--- src/rtl/uppr_pkg.sv ---
// shared types and constants of the udp port packet reflector
package uppr_pkg;

  localparam int HDR_WORDS = 10;
  localparam int HDR_IDX_W = $clog2(HDR_WORDS);
  localparam int POS_W     = 4;

  localparam int DATA_W    = 64;
  localparam int BYTES_W   = 4;
  localparam int PADDR_W   = 3;
  localparam int PDATA_W   = 32;

  localparam logic [15:0]        DEFAULT_PORT = 16'd4790;
  localparam logic [15:0]        ETYPE_IPV4   = 16'h0800;
  localparam logic [7:0]         PROTO_UDP    = 8'd17;
  localparam logic [3:0]         MIN_IHL      = 4'd5;
  localparam logic [BYTES_W-1:0] BYTES_FULL   = 4'd8;

  // register index, taken from paddr[2]
  typedef enum logic {
    REG_REFLECT_PORT   = 1'b0,
    REG_REFLECT_ENABLE = 1'b1
  } reg_idx_t;

  typedef struct packed {
    logic [15:0] port;
    logic        enable;
  } cfg_t;

endpackage

--- src/rtl/uppr_apb_regs.sv ---
// apb configuration registers of the reflector
module uppr_apb_regs
  import uppr_pkg::*;
(
  input  logic               clk,
  input  logic               rst,
  input  logic               psel,
  input  logic               penable,
  input  logic               pwrite,
  input  logic [PADDR_W-1:0] paddr,
  input  logic [PDATA_W-1:0] pwdata,
  output logic [PDATA_W-1:0] prdata,
  output logic               pready,
  output cfg_t               cfg
);

  reg_idx_t idx;
  logic     wr;

  assign idx    = reg_idx_t'(paddr[2]);
  assign wr     = psel && penable && pwrite;
  assign pready = 1'b1;

  always_ff @(posedge clk) begin
    if (rst) begin
      cfg.port   <= DEFAULT_PORT;
      cfg.enable <= 1'b1;
    end else if (wr) begin
      unique case (idx)
        REG_REFLECT_PORT:   cfg.port   <= pwdata[15:0];
        REG_REFLECT_ENABLE: cfg.enable <= pwdata[0];
        default: ;
      endcase
    end
  end

  always_comb begin
    unique case (idx)
      REG_REFLECT_PORT:   prdata = {16'd0, cfg.port};
      REG_REFLECT_ENABLE: prdata = {31'd0, cfg.enable};
      default:            prdata = '0;
    endcase
  end

endmodule

--- src/rtl/udp_port_packet_reflector.sv ---
// top level of the udp port packet reflector
//
// Takes an Ethernet frame as 64-bit words (first byte in the top byte) and
// reflects IPv4/UDP frames whose destination port equals reflect_port while
// reflect_enable is set: MACs, IP addresses and UDP ports are swapped and the
// frame is sent back out; any other frame is dropped whole, as is one with
// IHL below 5 or one that ends before its UDP destination port. The leading
// header words (5 words for IHL 5 up to 10 for IHL 15) are held in a register
// buffer, one word taken per cycle unless stalled. Once the word holding the
// destination port arrives the decision is made, and a match emits the
// buffered words one per cycle while the skid stage is empty, with the swaps
// patched in at read-out; input is stalled meanwhile. The frame's remainder
// streams through the output register at one item per cycle unless stalled.
// The output register is backed by a one-word skid stage, so in_stall depends
// only on registers. Configuration goes through an APB port: reflect_port at
// 0x0 (reset 4790), reflect_enable at 0x4 (reset 1).
module udp_port_packet_reflector
  import uppr_pkg::*;
(
  input  logic               clk,
  input  logic               rst,
  input  logic               in_valid,
  output logic               in_stall,
  input  logic [DATA_W-1:0]  in_data,
  input  logic [BYTES_W-1:0] in_bytes,
  input  logic               in_last,
  output logic               out_valid,
  input  logic               out_stall,
  output logic [DATA_W-1:0]  out_data,
  output logic [BYTES_W-1:0] out_bytes,
  output logic               out_last,
  input  logic               psel,
  input  logic               penable,
  input  logic               pwrite,
  input  logic [PADDR_W-1:0] paddr,
  input  logic [PDATA_W-1:0] pwdata,
  output logic [PDATA_W-1:0] prdata,
  output logic               pready
);

  typedef enum logic [1:0] {
    MODE_COLLECT,
    MODE_PASS,
    MODE_DROP
  } mode_t;

  cfg_t cfg;

  uppr_apb_regs u_regs (
    .clk     (clk),
    .rst     (rst),
    .psel    (psel),
    .penable (penable),
    .pwrite  (pwrite),
    .paddr   (paddr),
    .pwdata  (pwdata),
    .prdata  (prdata),
    .pready  (pready),
    .cfg     (cfg)
  );

  // frame tracking
  mode_t            mode, mode_next;
  logic [POS_W-1:0] pos, pos_next;
  logic [3:0]       hlw, hlw_next;          // header length in words, 0 = unknown
  logic             ihl_odd, ihl_odd_next;
  logic [15:0]      prev_lo, prev_lo_next;  // last two bytes of previous word
  logic [15:0]      udp_src, udp_src_next;
  logic [15:0]      udp_dst, udp_dst_next;

  // header buffer, one register per word
  logic [DATA_W-1:0] hdr [HDR_WORDS];
  logic              hdr_wr;

  // burst read-out of the header
  logic                 emit_busy, emit_busy_next;
  logic [HDR_IDX_W-1:0] emit_idx, emit_idx_next;
  logic [3:0]           emit_len, emit_len_next;
  logic [BYTES_W-1:0]   fin_bytes, fin_bytes_next;
  logic                 fin_last, fin_last_next;
  logic                 emit_fin;

  // output register and skid stage
  logic               skid_valid;
  logic [DATA_W-1:0]  skid_data;
  logic [BYTES_W-1:0] skid_bytes;
  logic               skid_last;

  // word produced this cycle
  logic               prod;
  logic [DATA_W-1:0]  prod_data;
  logic [BYTES_W-1:0] prod_bytes;
  logic               prod_last;

  logic               in_acc;
  logic [BYTES_W-1:0] nb;
  logic [POS_W-1:0]   pos_inc;
  logic [15:0]        etype;
  logic [3:0]         ihl;
  logic [6:0]         hlw_calc;
  logic [15:0]        dport;
  logic               too_short;
  logic               match;

  logic [DATA_W-1:0]  patch [HDR_WORDS];
  logic [DATA_W-1:0]  emit_word;

  assign in_stall = emit_busy || skid_valid;
  assign in_acc   = in_valid && !in_stall;
  assign nb       = (in_bytes == '0 || in_bytes > BYTES_FULL) ? BYTES_FULL : in_bytes;
  assign pos_inc  = pos + POS_W'(1);

  // word 1: ethertype in bytes 4..5, ihl in low nibble of byte 6
  assign etype    = in_data[31:16];
  assign ihl      = in_data[11:8];
  assign hlw_calc = ((7'd17 + {1'b0, ihl, 2'b00}) >> 3) + 7'd1;

  // destination port sits in the header's final word: bytes 4..5 for odd ihl,
  // bytes 0..1 for even ihl (then the source port ends the previous word)
  assign dport     = ihl_odd ? in_data[31:16] : in_data[63:48];
  assign too_short = in_last && (ihl_odd ? (nb <= BYTES_W'(5)) : (nb <= BYTES_W'(1)));
  assign match     = cfg.enable && (hdr[2][7:0] == PROTO_UDP) && (dport == cfg.port);

  assign emit_fin = (4'(emit_idx) == emit_len - 4'd1);

  // mac and ip swaps are fixed byte moves between fixed words
  always_comb begin
    for (int i = 0; i < HDR_WORDS; i++) begin
      patch[i] = hdr[i];
    end
    patch[0] = {hdr[0][15:0], hdr[1][63:32], hdr[0][63:48]};
    patch[1] = {hdr[0][47:16], hdr[1][31:0]};
    patch[3] = {hdr[3][63:48], hdr[3][15:0], hdr[4][63:48], hdr[3][47:32]};
    patch[4] = {hdr[3][31:16], hdr[4][47:0]};
  end

  // udp port swap lands in the last one or two header words
  always_comb begin
    emit_word = patch[emit_idx];
    if (emit_fin) begin
      if (ihl_odd) begin
        emit_word[47:32] = udp_dst;
        emit_word[31:16] = udp_src;
      end else begin
        emit_word[63:48] = udp_src;
      end
    end else if (!ihl_odd && (4'(emit_idx) == emit_len - 4'd2)) begin
      emit_word[15:0] = udp_dst;
    end
  end

  always_comb begin
    mode_next      = mode;
    pos_next       = pos;
    hlw_next       = hlw;
    ihl_odd_next   = ihl_odd;
    prev_lo_next   = prev_lo;
    udp_src_next   = udp_src;
    udp_dst_next   = udp_dst;
    emit_busy_next = emit_busy;
    emit_idx_next  = emit_idx;
    emit_len_next  = emit_len;
    fin_bytes_next = fin_bytes;
    fin_last_next  = fin_last;
    hdr_wr         = 1'b0;
    prod           = 1'b0;
    prod_data      = in_data;
    prod_bytes     = nb;
    prod_last      = in_last;

    if (in_acc) begin
      unique case (mode)
        MODE_PASS: begin
          prod = 1'b1;
          if (in_last) begin
            mode_next = MODE_COLLECT;
            pos_next  = '0;
            hlw_next  = '0;
          end
        end
        MODE_DROP: begin
          if (in_last) begin
            mode_next = MODE_COLLECT;
            pos_next  = '0;
            hlw_next  = '0;
          end
        end
        MODE_COLLECT: begin
          hdr_wr       = (pos < POS_W'(HDR_WORDS));
          pos_next     = pos_inc;
          prev_lo_next = in_data[15:0];
          if (pos == POS_W'(1)) begin
            if (etype != ETYPE_IPV4 || ihl < MIN_IHL) begin
              mode_next = in_last ? MODE_COLLECT : MODE_DROP;
            end else begin
              hlw_next     = hlw_calc[3:0];
              ihl_odd_next = ihl[0];
            end
            if (in_last) begin
              pos_next = '0;
              hlw_next = '0;
            end
          end else if (hlw != '0 && pos_inc >= hlw) begin
            // header complete
            if (too_short) begin
              pos_next = '0;
              hlw_next = '0;
            end else if (!match) begin
              mode_next = in_last ? MODE_COLLECT : MODE_DROP;
              if (in_last) begin
                pos_next = '0;
                hlw_next = '0;
              end
            end else begin
              emit_busy_next = 1'b1;
              emit_idx_next  = '0;
              emit_len_next  = hlw;
              fin_bytes_next = nb;
              fin_last_next  = in_last;
              udp_src_next   = ihl_odd ? in_data[47:32] : prev_lo;
              udp_dst_next   = dport;
              mode_next      = in_last ? MODE_COLLECT : MODE_PASS;
              if (in_last) begin
                pos_next = '0;
                hlw_next = '0;
              end
            end
          end else if (in_last) begin
            pos_next = '0;
            hlw_next = '0;
          end
        end
        default: ;
      endcase
    end else if (emit_busy && !skid_valid) begin
      prod       = 1'b1;
      prod_data  = emit_word;
      prod_bytes = emit_fin ? fin_bytes : BYTES_FULL;
      prod_last  = emit_fin && fin_last;
      if (emit_fin) begin
        emit_busy_next = 1'b0;
      end else begin
        emit_idx_next = emit_idx + HDR_IDX_W'(1);
      end
    end
  end

  always_ff @(posedge clk) begin
    if (rst) begin
      mode       <= MODE_COLLECT;
      pos        <= '0;
      hlw        <= '0;
      emit_busy  <= 1'b0;
      out_valid  <= 1'b0;
      skid_valid <= 1'b0;
    end else begin
      mode      <= mode_next;
      pos       <= pos_next;
      hlw       <= hlw_next;
      emit_busy <= emit_busy_next;
      if (out_valid && out_stall) begin
        if (prod) begin
          skid_valid <= 1'b1;
          skid_data  <= prod_data;
          skid_bytes <= prod_bytes;
          skid_last  <= prod_last;
        end
      end else if (skid_valid) begin
        out_valid  <= 1'b1;
        out_data   <= skid_data;
        out_bytes  <= skid_bytes;
        out_last   <= skid_last;
        skid_valid <= 1'b0;
      end else begin
        out_valid <= prod;
        out_data  <= prod_data;
        out_bytes <= prod_bytes;
        out_last  <= prod_last;
      end
    end
    ihl_odd   <= ihl_odd_next;
    prev_lo   <= prev_lo_next;
    udp_src   <= udp_src_next;
    udp_dst   <= udp_dst_next;
    emit_idx  <= emit_idx_next;
    emit_len  <= emit_len_next;
    fin_bytes <= fin_bytes_next;
    fin_last  <= fin_last_next;
    if (hdr_wr) begin
      hdr[pos[HDR_IDX_W-1:0]] <= in_data;
    end
  end

endmodule

--- config.mk ---
export PLATFORM = sky130hd
export DESIGN_NAME = udp_port_packet_reflector
export DESIGN_NICKNAME = d
export VERILOG_FILES = /design/src/rtl/uppr_pkg.sv /design/src/rtl/uppr_apb_regs.sv /design/src/rtl/udp_port_packet_reflector.sv
export SDC_FILE = /design/constraint.sdc
export NUM_CORES = 1
export LEC_CHECK = 0
export ABC_CLOCK_PERIOD_IN_PS = 10100
export BUFFER_PORTS_ARGS = -buffer_cell sky130_fd_sc_hd__buf_2
export CAP_MARGIN = 20
export CORE_MARGIN = 4
export CORE_UTILIZATION = 49
export DETAILED_ROUTE_END_ITERATION = 7
export GPL_TIMING_DRIVEN = 0
export PLACE_DENSITY = 0.68
export REMOVE_ABC_BUFFERS = 1
export SYNTH_ARGS = -nofsm -noshare
export SYNTH_HDL_FRONTEND = slang
export SYNTH_HIERARCHICAL = 1
export SYNTH_SLANG_ARGS = --single-unit
--- constraint.sdc ---
create_clock -name clk -period 10.1 [get_ports clk]
set_input_delay 1.01 -clock clk [delete_from_list [all_inputs] [get_ports clk]]
set_output_delay 1.01 -clock clk [all_outputs]
set_load 0.02 [all_outputs]
Yosys cells after proc, flatten, opt, wreduce, memory -nomap -nowiden. Memory sizes are Yosys's and may differ from the RTL's. Cells that the tools add are included.

$add $sub $neg: 6. Multipliers: 0. Divide/modulo/power cells: 0. Magnitude comparators: 7. Eq/ne operators: 19. Shifts and indexed selects: 0. Muxes and demuxes: 69. Bitwise gates (word level): 7. Reduce and logical (&&, ||, !) cells: 37.

Operator list (number): two-way mux 64 bit (5); binary-select mux 64 bit (select 4 bit) (1); two-way mux 4 bit (24); two-way mux 16 bit (5); one-hot mux 32 bit (2 select lines) (1); two-way mux 48 bit (1); two-way mux 32 bit (1); two-way mux 1 bit (21); == test 16 bit (1); != test 16 x 12 -> 1 bit (second input constant) (1); one-hot mux 4 bit (2 select lines) (2); two-way mux 2 bit (7); AND reduction 7 bit (2); adder 4 x 1 -> 4 bit (second input constant) (3); AND reduction 6 bit (2); logical AND 1 bit (11); != test 2 x 1 -> 1 bit (second input constant) (5); != test 3 bit (second input constant) (3); AND reduction 3 bit (3); == test 4 bit (2); == test 8 x 5 -> 1 bit (second input constant) (1); AND reduction 2 bit (4); adder 5 x 6 -> 7 bit (first input constant) (1); inverter 1 bit (6); 24 further kinds (32).

Register bits after elaboration: 230. Latch bits: 0. Bits in writable memories: 640. ROM bits: 0. Input port bits: 111. Output and inout bits: 104. Word-level logic and storage cells: 168. Memories: 1.

Memories: hdr (words 10, width 64, read ports 10, clocked after Yosys merged registers in 0, wr ports 1, line udp_port_packet_reflector.sv:72) `logic [DATA_W-1:0] hdr [HDR_WORDS];`.

Depth between registers and ports, before layout.
Depth after elaboration: 11. Depth in mapped cells: 10. Depth with buffers taken out: 8.

Hierarchy. The synthesis kept the hierarchy.

Modules (own cells, without submodules): udp_port_packet_reflector (instances 1, cells each 1834, area an instance 34267.9 µm², sequential area each 25484.4 µm²); uppr_apb_regs (instances 1, cells each 111, area an instance 998.5 µm², sequential area each 340.3 µm²).

Least setup slack after synthesis. Ideal clock, no wire load.

Kind: input to register. Start: input port in_valid. End: register skid_bytes[0], enable pin. Setup time: 0.581 ns. Arrival time: 6.134 ns. Required time: 9.519 ns. Slack: 3.385 ns. Cell stages on the path: 3. Buffers on the path: 0. Path through: nor3b_2 a21oi_1 nor3_1.

Word-level cells in the longest chain between the ends: 3.

Ends and longest elaborated chain: from (decl) (line udp_port_packet_reflector.sv:22) `input logic in_valid,`; logical AND 1 bit (line udp_port_packet_reflector.sv:109) `assign in_acc = in_valid && !in_stall;`; two-way mux 1 bit (line udp_port_packet_reflector.sv:171) `if (in_acc) begin`; AND reduction 3 bit (no source line); to (signal assigned) (line udp_port_packet_reflector.sv:265) `skid_bytes <= prod_bytes;`; to (decl) (line udp_port_packet_reflector.sv:86) `logic [BYTES_W-1:0] skid_bytes;`.

Every way passes these cells. A chain may end at the register's enable or synchronous reset.

Worst setup path after layout.
Start: register emit_idx[2]. End: register out_data[33], data pin.

Word-level cells in the longest chain between the ends: 9. Elaborated cells on any way between the ends: 10. Those cells by class: eq/ne: 1; mux: 8; bitwise: 1.

Ends and longest elaborated chain: from (decl) (line udp_port_packet_reflector.sv:77) `logic [HDR_IDX_W-1:0] emit_idx, emit_idx_next;`; from (signal assigned) (line udp_port_packet_reflector.sv:285) `emit_idx <= emit_idx_next;`; inverter 4 -> 5 bit (implied by the code) (line udp_port_packet_reflector.sv:139) `emit_word = patch[emit_idx];`; binary-select mux 64 bit (select 4 bit) (line udp_port_packet_reflector.sv:139); two-way mux 64 bit (implied by the code) (2 in series) (line udp_port_packet_reflector.sv:139); two-way mux 32 bit (line udp_port_packet_reflector.sv:141) `if (ihl_odd) begin`; two-way mux 48 bit (*) (line udp_port_packet_reflector.sv:140) `if (emit_fin) begin`; two-way mux 64 bit (*) (line udp_port_packet_reflector.sv:235) `end else if (emit_busy && !skid_valid) begin`; two-way mux 64 bit (*) (line udp_port_packet_reflector.sv:171); two-way mux 64 bit (*) (line udp_port_packet_reflector.sv:268) `end else if (skid_valid) begin`; to (signal assigned) (line udp_port_packet_reflector.sv:270) `out_data <= skid_data;`; to (signal assigned) (line udp_port_packet_reflector.sv:276) `out_data <= prod_data;`; to (decl) (line udp_port_packet_reflector.sv:29) `output logic [DATA_W-1:0] out_data,`.

Mark *: on every way between the ends. The rest lies on a longest branch, timed or not. The select of a mux whose other input is x is not followed.

==> results_dict.tcl <==
set metrics [dict create \
    synthToLayoutAreaGrowth_pct 18.3 \
    tightestPinTransition_ps 997 \
    reg2reg_from "emit_idx[2]" \
    postCtsSetupBuffers 0 \
    die-area_um2 76300 \
    die_x_um 276 \
    path_cells "buf_16 -> buf_16 -> xor2_1 -> xnor2_1 -> nand4_1 -> buf_16 -> buf_8 -> nand2_1 -> a21oi_1 -> a221o_1" \
    core-area_um2 71400 \
    cts_made_buffers 90 \
    critPathMaxStageDelay_ps 870 \
    max-cap-violations 0 \
    ys_types 60 \
    path_clk_slew_ps 60 \
    cts_root_buf "clkbuf_16" \
    pin_count 215 \
    path_common_cell "buf_16" \
    finalSetupViolCount 0 \
    cp.arrival_ps 4240 \
    syn-cell-area_um2 35300 \
    worstPathMaxFanout 12 \
    placementRows 98 \
    power.leakage_uw 0.0144 \
    cp-end-kind "register" \
    vias_per_cell 6.06 \
    yosys.area.top_type "edfxtp_1" \
    outcome "finished clean" \
    crit_path_start "emit_idx[2]" \
    clock_sinks 870 \
    post-route-period-util 0.382 \
    maxSlewHeadroom 0.335 \
    port_buffers 179 \
    die_h_um 276 \
    place_area_um2 38800 \
    cp_slowest_cell "edfxtp_1" \
    finClkSkew_ps 25.9 \
    min_path_type "reg -> reg" \
    antenna_found_initial 4 \
    cts_tree "built" \
    track_usage 0.235 \
    final_util 0.584 \
    finalInstanceArea_um2 41700 \
    grt_pass1_wl_mm 134 \
    worstHoldStart "hlw[2]" \
    postRouteAntennaNets 0 \
    postSynthCellCount 1945 \
    hpwl_mm 54.8 \
    clock_path_buffers 3 \
    post-route-min-period_ps 3860 \
    yosysSeqAreaShare 0.732 \
    vias 19400 \
    grt_pass1_vias 20100 \
    finalNetCount 2315 \
    synth_top_area_frac 0.715 \
    setup_ws_ps 6240 \
    place_inst 3043 \
    wl_mm 90.3 \
    htree_levels 3 \
    final_layout_size_suffix_gt1_frac 0.268 \
    place_ws_ps 6150 \
    synth_ff_type "edfxtp_1" \
    yosys_warnings 6 \
    grt_setup_unrepaired "false" \
    drt-wirelength-per-cell_um 28.2 \
    finalHoldViolations 0 \
    cts_resized 0 \
    hold_buffers 0 \
    gp_congestion 0.765 \
    drc 0 \
    initial_core_util 0.494 \
    grt.overflow.total 0 \
    syn_avg_cell_area_um2 18.1 \
    synthArstFlopShare 0 \
    grt_max_degree 52 \
    synthMostInstantiatedCell "edfxtp_1" \
    ir_drop_uv 108 \
    power.density_nw_per_um2 182 \
    crit_type "reg -> reg" \
    drtIter0Drc 1945 \
    slew_viol_final 0 \
    critical_path_required_ps 10480 \
    synthTopCellsByArea "edfxtp_1 (72%), mux4_2 (8.2%), mux2i_1 (4.1%)" \
    synth_edf_count 840 \
    critPathLaunchType "register" \
    max_clock_freq_mhz 259 \
    clk_latency_ps 650 \
    drt_first_pass_iters 5 \
    synthTopCellsByCount "edfxtp_1 (840), mux2i_1 (146), mux4_2 (128), nand2_1 (111), nor2_1 (71)" \
    layout.cells.non_filler 3207 \
    synth_seq_cells 870 \
]
[report_power, final]
| group | switching, µW | internal, µW | leakage, µW |
|---|---|---|---|
| sequential | 15.2 | 4020 | 0.00792 |
| combinational | 177 | 84.7 | 0.00508 |
| clock | 1380 | 1920 | 0.00142 |
[registers in the layout, summed over array words and instances, names as in the netlist, 16 cells and up]
signal	count
hdr	640
out_data	64
prev_lo	16
skid_data	64
u_regs/cfg	17
udp_dst	16
udp_src	16
[kinds of logic (layout without fill, tap and decap cells)]
kind of cell               Yosys count  after routing  synth area share
AOI/OAI and AO/OA                  260            260            0.0537
xor gates and xnor gates            34             34           0.00844
adders and majority gates           19             19           0.00674
DFF                                870            870             0.732
other                                2             21          0.000213
and+or+nand+nor                    287            287            0.0391
buffers and inverters              146            439            0.0192
muxes                              327            327             0.140
[placed cells by master, fill, tap and decap left out, types with 22 or more instances in the layout]
cell type | Yosys | layout
clkinv_1 | 0 | 22
nand2_1 | 111 | 110
buf_16 | 0 | 55
a21oi_1 | 59 | 58
mux2_2 | 51 | 51
o22ai_1 | 49 | 49
a21o_1 | 48 | 48
xor2_1 | 25 | 25
mux4_2 | 128 | 128
buf_2 | 23 | 180
nor2_1 | 71 | 68
a221o_1 | 48 | 48
mux2i_1 | 146 | 146
dfxtp_1 | 30 | 29
clkbuf_16 | 0 | 92
edfxtp_1 | 840 | 840
[path summary, 6_finish.rpt]
kind	end	slack, ps	cells after the start
setup / recovery	out_data[33]	6240	10
hold reg to reg	emit_len[2]	460	0
hold / removal	emit_len[2]	460	0
setup reg to reg	out_data[33]	6240	10
[layout make-up]
cell class	instances	area, µm²
fill	5203	29700
sequential	870	25800
multi-input combinational	944	8910
timing repair buffer	259	2760
clock buffer	100	2330
tap	950	1190
clock inverter	60	592
inverter	20	75.1
antenna	4	10.0
[worst max-delay path: cells and delay by family (launching register included)]
kind / cells / cell delay, ps
flip-flops: 1 / 870
buffers and inverters: 4 / 1020
XOR/XNOR: 2 / 490
AND/OR/NAND/NOR: 2 / 800
AO/OA/AOI/OAI: 2 / 390
[metrics by stage]
step | hold WS [ps] | TNS, ps | total power [µW]
floorplan | 432 | 0 | 4230
global placement | 456 | -873170 | 4360
detailed placement | 442 | 0 | 4370
CTS | 460 | 0 | 7640
global route | 463 | 0 | 7820
finish | 460 | 0 | 7590
[routing by layer]
layer / track usage / up-vias / wire length (µm)
met2: 0.381 / 1005 / 43800
met3: 0.0421 / 137 / 8180
met1: 0.331 / 10000 / 36200
li1: - / 8284 / -
met5: 0 / - / 0
met4: 0.0685 / 0 / 2120
(Power assumes the default switching activity.)
